--- config.mk ---
export PLATFORM = sky130hd
export DESIGN_NAME = rast_ram
export DESIGN_NICKNAME = d
export VERILOG_FILES = /design/src/rtl/rast_ram.sv
export SDC_FILE = /design/constraint.sdc
export NUM_CORES = 1
export LEC_CHECK = 0
export BUFFER_PORTS_ARGS = -buffer_cell sky130_fd_sc_hd__buf_4
export CAP_MARGIN = 40
export CORE_UTILIZATION = 40
export DETAILED_ROUTE_END_ITERATION = 10
export SYNTH_ARGS = -nofsm -noshare
export SYNTH_HDL_FRONTEND = slang
export SYNTH_SLANG_ARGS = --single-unit
export TNS_END_PERCENT = 1
--- constraint.sdc ---
create_clock -name clk -period 2.9 [get_ports clk]
set_input_delay 0.87 -clock clk [delete_from_list [all_inputs] [get_ports clk]]
set_output_delay 0.87 -clock clk [all_outputs]
set_load 0.01 [all_outputs]
--- src/rtl/rast_ram.sv ---
// Generic simple dual-port RAM, one write and one read port, registered read.
// No dependencies.
`default_nettype none
module rast_ram #(
	parameter int WIDTH = 8,
	parameter int DEPTH = 16
) (
	input  wire logic                     clk,
	input  wire logic                     we,
	input  wire logic [$clog2(DEPTH)-1:0] waddr,
	input  wire logic [WIDTH-1:0]         wdata,
	input  wire logic [$clog2(DEPTH)-1:0] raddr,
	output logic      [WIDTH-1:0]         rdata
);
	logic [WIDTH-1:0] mem_q [DEPTH];

	always_ff @(posedge clk) begin
		if (we) begin
			mem_q[waddr] <= wdata;
		end
		rdata <= mem_q[raddr];
	end
endmodule
`default_nettype wire

# After elaboration in Yosys (flattened, before gate mapping)
# Memories as Yosys holds them, arrays and structs flattened. A register that Yosys moved wholly into a read port is not among the register bits.
# Cells that the tools add are included.
[word_totals]
in_bits = 18
ram_bits = 128
mem_count = 1
word_cells = 3
output_inout_bits = 8
register_bits = 0
[op_classes]
muxes = 2
[mem_list]
columns = ["memory", "depth", "width", "rd", "rd_ports_with_merged_regs", "write_ports", "line_no", "source"]
rows = [
  ["mem_q", 16, 8, 1, 1, 1, "15", "logic [WIDTH-1:0] mem_q [DEPTH];"],
]
[ops]
columns = ["op", "n"]
rows = [
  ["$mux W1", 2],
]

# Longest topological paths before layout
# Gate-level depths: netlist (run 1).
[depth]
depth_word = 2
mapped_depth = 5
mapped_depth_nobuf = 3

# Worst setup path before layout (run 1)
# No wires, ideal clock.
[synth_path]
kind = "input to register"
startpoint = "input waddr[2]"
endpoint = "memory mem_q[0][0] (enable)"
required_ns = 2.517
path_buffers = 0
cell_stages = 2
slack_ns = 0.537
arrival_time_ns = 1.980
setup_time_ns = 0.383
path_cell_list = "or3b_2 -> nor3_1"
[synth_rtl]
columns = ["item", "line_no", "source"]
rows = [
  ["start, declared", "10", "input wire logic [$clog2(DEPTH)-1:0] waddr,"],
  ["end, declared", "15", ""],
]
# No word-level cell before the write port.

==> results of run 1 <==
[worst max-delay path: cells and delay by family]
family                 cells  cell delay [ns]
and+or+nand+nor            1             0.09
AOI/OAI and AO/OA          1             0.31
buffers and inverters      2             0.46
muxes                      1             0.56
[cell families (layout without fill, tap and decap cells)]
group | count (synthesis) | in the layout | synth area share
compound gates | 16 | 16 | 0.0233
buf+inv | 10 | 77 | 0.0168
flops | 136 | 136 | 0.778
mux | 32 | 32 | 0.150
simple gates | 35 | 35 | 0.0318
[flip-flops by register name (all words and copies together) (netlist names)]
name / cells
rdata: 8
mem_q: 128
[routing by layer]
metal / track usage / share of wire / vias to the layer above
met1: 0.212 / 0.43 / 1225
met4: 0.0788 / 0.020 / 0
met3: 0.0377 / 0.054 / 16
met2: 0.261 / 0.50 / 59
li1: - / - / 1082
met5: 0 / 0 / -
[layout make-up]
class                      instances  share of cell area
multi-input combinational         83               0.170
clock buffer                      23              0.0783
tap                              172              0.0345
timing repair buffer              45              0.0562
sequential                       136               0.642
clock inverter                     9              0.0193
[cells in the mapped netlist, drive strengths merged]
library cell   count  area [um2]
clkdlybuf4s25      3        30.0
and2               1        6.26
dfxtp              8         160
nor2              13        48.8
nand2              9        33.8
mux4              32         773
edfxtp           128        3840
nand3              1        5.00
and2b              1        7.51
nand3b             2        15.0
nor3               4        20.0
a22oi             16         120
nand2b             2        12.5
or3b               1        8.76
buf                7        56.3
nor2b              1        6.26
[worst paths after layout]
kind	startpoint	to	slack, ns
setup reg to reg	mem_q[14][7]	rdata[7]	1.51
hold / removal	mem_q[15][1]	rdata[1]	0.67
hold reg to reg	mem_q[15][1]	rdata[1]	0.67
setup / recovery	raddr[0]	rdata[2]	0.91
[report_power, final]
group | internal (mW) | leakage (nW) | switching [mW]
combinational | 0.101 | 0.601 | 0.116
clock | 1.43 | 0.306 | 0.728
sequential | 2.20 | 1.22 | 0.0134
total | 3.73 | 2.13 | 0.858
[placed cells by master, fill, tap and decap left out]
cell type  synthesis  final
clkbuf_8           0      4
and2_1             1      1
clkbuf_1           0      2
nor2b_1            1      1
dfxtp_1            8      8
buf_4              1     44
nand3_1            1      1
nor2_1            13     13
buf_12             0      1
or3b_2             1      1
bufinv_16          0      3
mux4_2            18     18
nand2b_1           2      2
and2b_1            1      1
a22oi_1           16     16
nor3_1             4      4
mux4_1            14     14
nand3b_1           2      2
clkbuf_16          0     17
edfxtp_1         128    128
nand2_1            9      9
clkinv_2           0      6
[stage by stage]
stage	cell area, um2	power [mW]	setup slack (ns)	instances
4_1_cts	6230	4.62	0.912	468
5_1_grt	6230	4.72	0.806	468
3_3_place_gp	5630	2.47	0.497	436
6_report	6230	4.59	0.906	468
3_5_place_dp	5630	2.47	0.488	436
2_1_floorplan	5150	2.37	0.537	229
==> summary.txt, run 1 <==
Finish
  • Layout area overhead: 21.1%
  • Final core occ: 0.496
  • Fin nets: 301
  • Storage element area: 4000 um2
  • Area of the multi-input gates: 1060 um2
  • FILL cells: 994
  • Antenna cells: 0
  • Share of cells above drive strength 1: 0.318

Clocking
  • Worst-Skew Late Latency: 0.40 ns
  • TritonCTS buffer count: 17
  • Total clock sinks: 136
  • Setup Fix Bufs, Post-CTS: 0
  • CTS resizes: 0
  • Root Driver: clkbuf_16
  • Clock buffer depth: 2
  • H-Tree Level Count: 4
  • Hold Buf Count CTS: 0
  • CTS tree: yes
  • Worst-path clk slew: 0.05 ns

Power and ir drop
  • PD cells: 737 nW/um2
  • LEAKAGE: 2.13 nW
  • Worst IR drop on VDD: 0.000442 V

Critical path
  • CP most frequent cell: buf_4
  • Required time of the worst setup path: 3.19 ns
  • Startpoint types: input port
  • R2R depth: 3
  • CP Cell Sequence: buf_4, buf_4, mux4_1, a22oi_1, nand2_1
  • Slowest CP cell: mux4_1
  • CP Max Fanout: 11
  • Critical path type: in -> reg
  • Crit path DAT: 2.28 ns
  • Largest stage delay, worst path: 0.56 ns
  • Worst setup EP type: register

Drt
  • Vias per cell: 5.09
  • Pre-Repair DR Iteration Count: 4
  • WL per Instance: 20.7 um
  • Remaining DRCs: 0
  • WL final: 9690 um
  • DR iter-0 viols: 199
  • Vias post-DR: 2382
  • Final ANT Viol Nets: 0

STA
  • Tmin final: 1.99 ns
  • Max Transition Viols Final: 0
  • Max Freq: 502 MHz
  • Final setup viols: 0
  • RSZ-0062 raised after global routing: false
  • Fin Setup TNS: 0 ns
  • Worst hold slack: 0.665 ns
  • Rel. slew slack: 0.486
  • Clk_skew: 0.00503 ns
  • Fin crit share: 0.688
  • Final hold vios: 0
  • Least-Margin Pin Slew: 0.769 ns

Logic synthesis
  • Synth cell types: 19
  • Mapped Nets: 247
  • Total of warnings raised by yosys: 0
  • Mapped cell area: 5150 um2
  • Syn Area/Cell: 22.5 um2
  • Synthesized instance count: 229
  • Fraction of the yosys area taken by sequential cells: 0.778
  • Yosys reg bits: 136

Worst hold path
  • Worst Hold Depth: 3
  • Worst min path class: reg -> reg

Die
  • Io pins: 26
  • Die Wd: 115 um
  • Starting Density: 0.410
  • Die area: 13300 um2
  • Core Rows: 41
  • DIE HEIGHT: 115 um
  • CORE AREA: 12600 um2

Global routing
  • First-pass GRT wire length: 14700 um
  • Vias in the first global route: 2388
  • Tot GR Track Use: 0.163
  • Antenna violations before repair: 0
  • Total gr overflow: 0
  • Largest net degree at the start of global routing: 33

Place
  • # port buffers: 25
  • Detail Placement HPWL: 6090 um
  • RD Place Congestion: 0.746

Outcome
  • Status: completed

Job
  • Max Cap Viol: 0
Power figures use the tool's default switching activity.
==> run 2, diff against run 1 <==
--- a/config.mk
+++ b/config.mk
@@ -5,6 +5,7 @@
 export SDC_FILE = /design/constraint.sdc
 export NUM_CORES = 1
 export LEC_CHECK = 0
+export ABC_AREA = 1
 export BUFFER_PORTS_ARGS = -buffer_cell sky130_fd_sc_hd__buf_4
 export CAP_MARGIN = 40
 export CORE_UTILIZATION = 40
==> constraint.sdc (replaced) <==
create_clock -name clk -period 1.9 [get_ports clk]
set_input_delay 0.57 -clock clk [delete_from_list [all_inputs] [get_ports clk]]
set_output_delay 0.57 -clock clk [all_outputs]
set_load 0.01 [all_outputs]
==> run 2 against run 1 <==
Net effect:
- via count rose by 59%
- power grew 56%
- synthesized area up 12%
- setup slack worse by 0.43 ns
- worst hold slack got worse by 0.17 ns
- sequential power increased by 52%
- first-iteration DRC count rose by 46%
- critical path depth down 4
- synthesized cell count is 140% higher
- combinational power rose by 110%
- flip-flop and latch count stayed put
- routed wire length rose by 32%
- largest power group unchanged
==> summary.txt, run 2 <==
Critical path
  • R2r setup slk: 0.86 ns (was 1.51 ns)
  • Required time of the worst setup path: 1.33 ns (was 3.19 ns)
  • CP top delay family: flip-flops (was multiplexers)
  • Reg2Reg Launch Point: mem_q[8][6] (was mem_q[14][7])
  • R2R depth: 6 (was 3)
  • Critical path type: reg -> out (was in -> reg)
  • Worst setup EP type: primary output (was register)
  • Crit path DAT: 0.85 ns (was 2.28 ns)
  • CP Max Fanout: 1 (was 11)
  • Largest stage delay, worst path: 0.33 ns (was 0.56 ns)
  • CP bufs+invs: 1 (was 2)
  • Slowest CP cell: dfxtp_1 (was mux4_1)
  • CP Cell Sequence: buf_4 (was buf_4, buf_4, mux4_1, a22oi_1, nand2_1)
  • FF-to-FF End: rdata[6] (was rdata[7])
  • Startpoint types: register (was input port)
  • Setup crit start: rdata[5] (was raddr[0])

Finish
  • Commonest cells after routing, fill and taps aside: 173 x nand2_1, 128 x edfxtp_1, 100 x inv_1 (was 128 x edfxtp_1, 44 x buf_4, 18 x mux4_2)
  • Largest register FFs: 128 (unchanged)
  • Final Instance Count excl. Fillers: 787 (was 468)
  • Fin nets: 612 (was 301)
  • Layout area overhead: 18.7% (was 21.1%)
  • Commonest non-fill, non-tap cell in the layout: nand2_1 (was edfxtp_1)
  • Reg with most FFs: mem_q (unchanged)
  • Antenna cells: 0 (unchanged)
  • Share of cells above drive strength 1: 0.133 (was 0.318)
  • FILL cells: 1251 (was 994)
  • Top flop regs: mem_q: 128 flops, rdata: 8 flops (unchanged)
  • Storage element area: 4000 um2 (unchanged)
  • Area of the multi-input gates: 1210 um2 (was 1060 um2)

Clocking
  • CTS resizes: 0 (unchanged)
  • TritonCTS buffer count: 17 (unchanged)
  • Total clock sinks: 136 (unchanged)
  • CTS tree: yes (unchanged)
  • Root Driver: clkbuf_16 (unchanged)
  • H-Tree Level Count: 4 (unchanged)
  • Clock buffer depth: 2 (unchanged)
  • Worst-Skew Late Latency: 0.41 ns (was 0.40 ns)
  • Setup Fix Bufs, Post-CTS: 0 (unchanged)
  • Hold Buf Count CTS: 0 (unchanged)
  • Worst-path clk slew: 0.06 ns (was 0.05 ns)

Worst hold path
  • Hold EP: rdata[1] (unchanged)
  • Worst min path class: in -> reg (was reg -> reg)
  • Hold path startpoint: raddr[3] (was mem_q[15][1])
  • Worst Hold Depth: 3 (unchanged)

STA
  • Final setup viols: 0 (unchanged)
  • Fin crit share: 0.749
  • Final setup margin: 0.476 ns (was 0.906 ns)
  • Rel. slew slack: 0.732 (was 0.486)
  • RSZ-0062 raised after global routing: false (unchanged)
  • Tmin final: 1.42 ns
  • Clk_skew: 0.00756 ns (was 0.00503 ns)
  • Fin Setup TNS: 0 ns (unchanged)
  • Max Freq: 702 MHz
  • Final hold vios: 0 (unchanged)
  • Least-Margin Pin Slew: 0.402 ns (was 0.769 ns)
  • Max Transition Viols Final: 0 (unchanged)

Logic synthesis
  • Synth cell types: 12 (was 19)
  • Synthesized instance count: 551 (was 229)
  • Synth top area cells: edfxtp_1 67%, nand2_1 11%, nand3_1 8.4%, inv_1 6.5%, dfxtp_1 2.8% (was edfxtp_1 75%, mux4_2 7.9%, mux4_1 7.1%, dfxtp_1 3.1%, a22oi_1 2.3%)
  • Post-synth top cells: 173 x nand2_1, 128 x edfxtp_1, 100 x inv_1 (was 128 x edfxtp_1, 18 x mux4_2, 16 x a22oi_1)
  • Number of flops mapped to enable cells by yosys: 128 (unchanged)
  • Mapped cell area: 5770 um2 (was 5150 um2)
  • Mapped Nets: 569 (was 247)
  • Fraction of the yosys area taken by sequential cells: 0.694 (was 0.778)
  • Post-synth top area share: 0.667 (was 0.747)
  • Count leader, synth: nand2_1 (was edfxtp_1)
  • Total of warnings raised by yosys: 0 (unchanged)
  • Main flop type after synthesis: edfxtp_1 (unchanged)
  • Post-synth ARST share: 0 (unchanged)
  • Yosys reg bits: 136 (unchanged)
  • Yosys top cell by area: edfxtp_1 (unchanged)
  • Syn Area/Cell: 10.5 um2 (was 22.5 um2)

Drt
  • Vias post-DR: 3789 (was 2382)
  • WL per Instance: 16.3 um (was 20.7 um)
  • Pre-Repair DR Iteration Count: 6 (was 4)
  • DR iter-0 viols: 291 (was 199)
  • Final ANT Viol Nets: 0 (unchanged)
  • WL final: 12800 um (was 9690 um)
  • Vias per cell: 4.81 (was 5.09)
  • Remaining DRCs: 0 (unchanged)

Power and ir drop
  • LEAKAGE: 2.97 nW (was 2.13 nW)
  • Worst IR drop on VDD: 0.000534 V (was 0.000442 V)
  • PD cells: 1040 nW/um2 (was 737 nW/um2)

Global routing
  • Tot GR Track Use: 0.190 (was 0.163)
  • Total gr overflow: 0 (unchanged)
  • Largest net degree at the start of global routing: 65 (was 33)
  • Vias in the first global route: 3815 (was 2388)
  • Antenna violations before repair: 0 (unchanged)
  • First-pass GRT wire length: 20400 um (was 14700 um)

Outcome
  • Status: completed (unchanged)

Place
  • Detail Placement HPWL: 7820 um (was 6090 um)
  • RD Place Congestion: 0.749 (was 0.746)
  • Cells after DPL: 755 (was 436)
  • Pre-CTS WS: 0.196 ns (was 0.488 ns)
  • # port buffers: 25 (unchanged)

Job
  • Max Cap Viol: 0 (unchanged)

Die
  • Starting Density: 0.412 (was 0.410)
  • DIE HEIGHT: 122 um (was 115 um)
  • Die area: 14900 um2 (was 13300 um2)
  • Die Wd: 122 um (was 115 um)
  • Io pins: 26 (unchanged)
  • Core Rows: 43 (was 41)
  • CORE AREA: 14000 um2 (was 12600 um2)
run 2: changes by cell type after synthesis, sizes merged, moves of 3 or more:
cell,previous run,this run
nand2,9,173
buf,7,24
mux4,32,0
clkdlybuf4s25,3,0
inv,0,102
nor2,13,17
nand3,1,97
a22oi,16,0
nor3,4,0
run 2: area by class of cell:
| type | instances | share of cell area |
|---|---|---|
| Timing Repair Buffer | 48 | 0.0600 |
| Sequential cell | 136 | 0.585 |
| Multi-Input combinational cell | 289 | 0.177 |
| Clock buffer | 20 | 0.0667 |
| Clock inverter | 12 | 0.0219 |
| Tap cell | 180 | 0.0329 |
| Inverter | 102 | 0.0560 |
run 2: cells by family (layout without fill, tap and decap cells):
family        after synthesis  count (layout)  share of synthesized area
simple gates              289             289                      0.210
flops                     136             136                      0.694
buf+inv                   126             182                     0.0952
run 2: worst max path at each step:
stage                         to  slack (ns)  cells past startpoint
finish                  rdata[5]        0.48                      1
global route            rdata[5]        0.44                      1
CTS                     rdata[5]        0.45                      1
detailed placement      rdata[6]        0.20                      8
global placement        rdata[6]        0.26                      8
floorplan           mem_q[10][0]        0.38                      2
run 2: power by group:
group | switching [mW] | internal [mW] | total [mW]
registers | 0.0181 | 3.35 | 3.37
clock network | 1.20 | 2.13 | 3.32
logic | 0.298 | 0.152 | 0.449
total | 1.51 | 5.63 | 7.14
run 2: routing by layer:
| metal | routed length (um) | share of wire | global-route usage | up-vias |
|---|---|---|---|---|
| li1 | - | - | - | 1858 |
| met1 | 6060 | 0.47 | 0.258 | 1787 |
| met2 | 5850 | 0.46 | 0.291 | 127 |
| met3 | 631 | 0.049 | 0.0346 | 17 |
| met4 | 269 | 0.021 | 0.101 | 0 |
| met5 | 0 | 0 | 0 | - |
run 2: per-stage QoR:
stage / utilization / hold WS [ns] / cell area (um2) / total power [mW]
floorplan: - / 0.607 / 5770 / 3.68
global placement: 0.446 / 0.662 / 6240 / 3.88
detailed placement: 0.446 / 0.658 / 6240 / 3.89
CTS: 0.489 / 0.471 / 6840 / 7.20
global route: 0.489 / 0.494 / 6840 / 7.38
finish: 0.489 / 0.492 / 6840 / 7.14
==> run 3, diff against run 2 <==
==> constraint.sdc (replaced) <==
create_clock -name clk -period 1.37 [get_ports clk]
set_input_delay 0.411 -clock clk [delete_from_list [all_inputs] [get_ports clk]]
set_output_delay 0.411 -clock clk [all_outputs]
set_load 0.01 [all_outputs]
==> run 3 against run 2 <==
Net effect:
- critical path depth stayed put
- clock skew is 0.0016 ns lower
- worst hold slack worse by 0.17 ns
- routed wire length is 3.4% higher
- flip-flop and latch count stayed put
- final area is 2.9% higher
- non-clock buffer count is 9 higher
- power is 49% higher
- critical endpoint is now rdata[7]
- largest power group is now clock
==> summary.txt, run 3 (synthesis gave the netlist of run 2 again) <==
Finish
  • Final Instance Count excl. Fillers: 796 (was 787)
  • Commonest cells after routing, fill and taps aside: 173 x nand2_1, 128 x edfxtp_1, 100 x inv_1 (unchanged)
  • Antenna cells: 0 (unchanged)
  • Reg with most FFs: mem_q (unchanged)
  • Share of cells above drive strength 1: 0.143 (was 0.133)
  • Fin nets: 621 (was 612)
  • Layout area overhead: 22.0% (was 18.7%)
  • Top flop regs: mem_q: 128 flops, rdata: 8 flops (unchanged)
  • Largest register FFs: 128 (unchanged)
  • Commonest non-fill, non-tap cell in the layout: nand2_1 (unchanged)

Clocking
  • TritonCTS buffer count: 17 (unchanged)
  • Total clock sinks: 136 (unchanged)
  • Setup Fix Bufs, Post-CTS: 0 (unchanged)
  • CTS tree: yes (unchanged)
  • Worst-Skew Late Latency: 0.41 ns (about the same)
  • Hold Buf Count CTS: 0 (unchanged)
  • Clock buffer depth: 2 (unchanged)
  • Worst-path clk slew: 0.06 ns (about the same)
  • H-Tree Level Count: 4 (unchanged)
  • CTS resizes: 0 (unchanged)
  • Root Driver: clkbuf_16 (unchanged)

Drt
  • Final ANT Viol Nets: 0 (unchanged)
  • Pre-Repair DR Iteration Count: 5 (was 6)
  • WL per Instance: 16.6 um (was 16.3 um)
  • DR iter-0 viols: 271 (was 291)
  • Vias post-DR: 3837 (was 3789)
  • WL final: 13300 um (was 12800 um)
  • Vias per cell: 4.82 (was 4.81)
  • Remaining DRCs: 0 (unchanged)

Critical path
  • CP bufs+invs: 1 (unchanged)
  • Worst setup EP type: primary output (unchanged)
  • CP top delay family: flip-flops (unchanged)
  • R2R depth: 6 (unchanged)
  • Required time of the worst setup path: 0.96 ns (was 1.33 ns)
  • R2r setup slk: 0.34 ns (was 0.86 ns)
  • FF-to-FF End: rdata[2] (was rdata[6])
  • CP Cell Sequence: buf_4 (unchanged)
  • CP Max Fanout: 1 (unchanged)
  • Reg2Reg Launch Point: mem_q[1][2] (was mem_q[8][6])
  • Critical path type: reg -> out (unchanged)
  • Slowest CP cell: dfxtp_1 (unchanged)
  • Startpoint types: register (unchanged)
  • Largest stage delay, worst path: 0.35 ns (was 0.33 ns)
  • Stages on worst setup path: 1 (unchanged)
  • Crit path DAT: 0.89 ns (was 0.85 ns)

STA
  • Max Freq: 766 MHz
  • Rel. slew slack: 0.819 (was 0.732)
  • Max Transition Viols Final: 0 (unchanged)
  • Worst hold slack: 0.324 ns (was 0.492 ns)
  • Final setup viols: 0 (unchanged)
  • Tmin final: 1.31 ns
  • RSZ-0062 raised after global routing: false (unchanged)
  • Final hold vios: 0 (unchanged)
  • Least-Margin Pin Slew: 0.272 ns (was 0.402 ns)
  • Fin crit share: 0.953
  • Clk_skew: 0.00598 ns (was 0.00756 ns)

Die
  • Io pins: 26 (unchanged)
  • DIE HEIGHT: 122 um (unchanged)
  • Die Wd: 122 um (unchanged)
  • Starting Density: 0.412 (unchanged)
  • Die area: 14900 um2 (unchanged)
  • CORE AREA: 14000 um2 (unchanged)
  • Core Rows: 43 (unchanged)

Power and ir drop
  • LEAKAGE: 3.06 nW (was 2.97 nW)
  • Worst IR drop on VDD: 0.000676 V (was 0.000534 V)
  • PD cells: 1510 nW/um2 (was 1040 nW/um2)

Global routing
  • Antenna violations before repair: 0 (unchanged)
  • First-pass GRT wire length: 20700 um (was 20400 um)
  • Largest net degree at the start of global routing: 30 (was 65)
  • Tot GR Track Use: 0.196 (was 0.190)
  • Vias in the first global route: 3694 (was 3815)
  • Total gr overflow: 0 (unchanged)

Job
  • Max Cap Viol: 0 (unchanged)

Place
  • # port buffers: 25 (unchanged)
  • RD Place Congestion: 0.812 (was 0.749)
  • Detail Placement HPWL: 8480 um (was 7820 um)
  • Cells after DPL: 764 (was 755)

Worst hold path
  • Worst Hold Depth: 3 (unchanged)
  • Hold EP: rdata[7] (was rdata[1])
  • Hold path startpoint: raddr[3] (unchanged)
  • Worst min path class: in -> reg (unchanged)

Outcome
  • Status: completed (unchanged)
run 3: worst max-delay path by stage:
stage                        start  slack, ns     endpoint
final                     rdata[7]       0.06     rdata[7]
after floorplan           waddr[3]      0.008  mem_q[4][0]
after global placement    raddr[0]      -0.09     rdata[2]
after global routing      rdata[0]       0.02     rdata[0]
after detailed placement  raddr[0]      -0.10     rdata[2]
after CTS                 rdata[0]       0.04     rdata[0]
run 3: final cells by class:
cell class	count	area [um2]
flip-flops and latches	136	4000
clock inverters	12	248
inverters	102	383
repair buffers	57	528
well taps	180	225
fillers	1207	6950
clock buffers	20	437
multi-input cells	289	1210
run 3: layer usage:
metal | share of wire | GRT usage | routed length (um) | vias up
met5 | 0 | 0 | 0 | -
met4 | 0.031 | 0.0976 | 408 | 0
met3 | 0.062 | 0.0431 | 826 | 24
met2 | 0.48 | 0.309 | 6390 | 116
met1 | 0.42 | 0.256 | 5620 | 1821
li1 | - | - | - | 1876
run 3: stage by stage:
stage                      util  area (um2)  setup WS [ns]  power, mW  setup TNS (ns)
final                     0.503        7040         0.0647       10.6               0
after global placement    0.454        6350        -0.0885       5.43           -1.49
after CTS                 0.503        7040         0.0375       10.7               0
after detailed placement  0.454        6350         -0.102       5.43           -2.57
after floorplan               -        5770        0.00816       5.10               0
after global routing      0.503        7040         0.0176       10.9               0
run 3: power by group:
group	internal, mW	leakage, nW	switching (mW)
Clock	3.60	0.324	1.67
Sequential	4.65	1.22	0.0279
Combinational	0.243	1.51	0.422
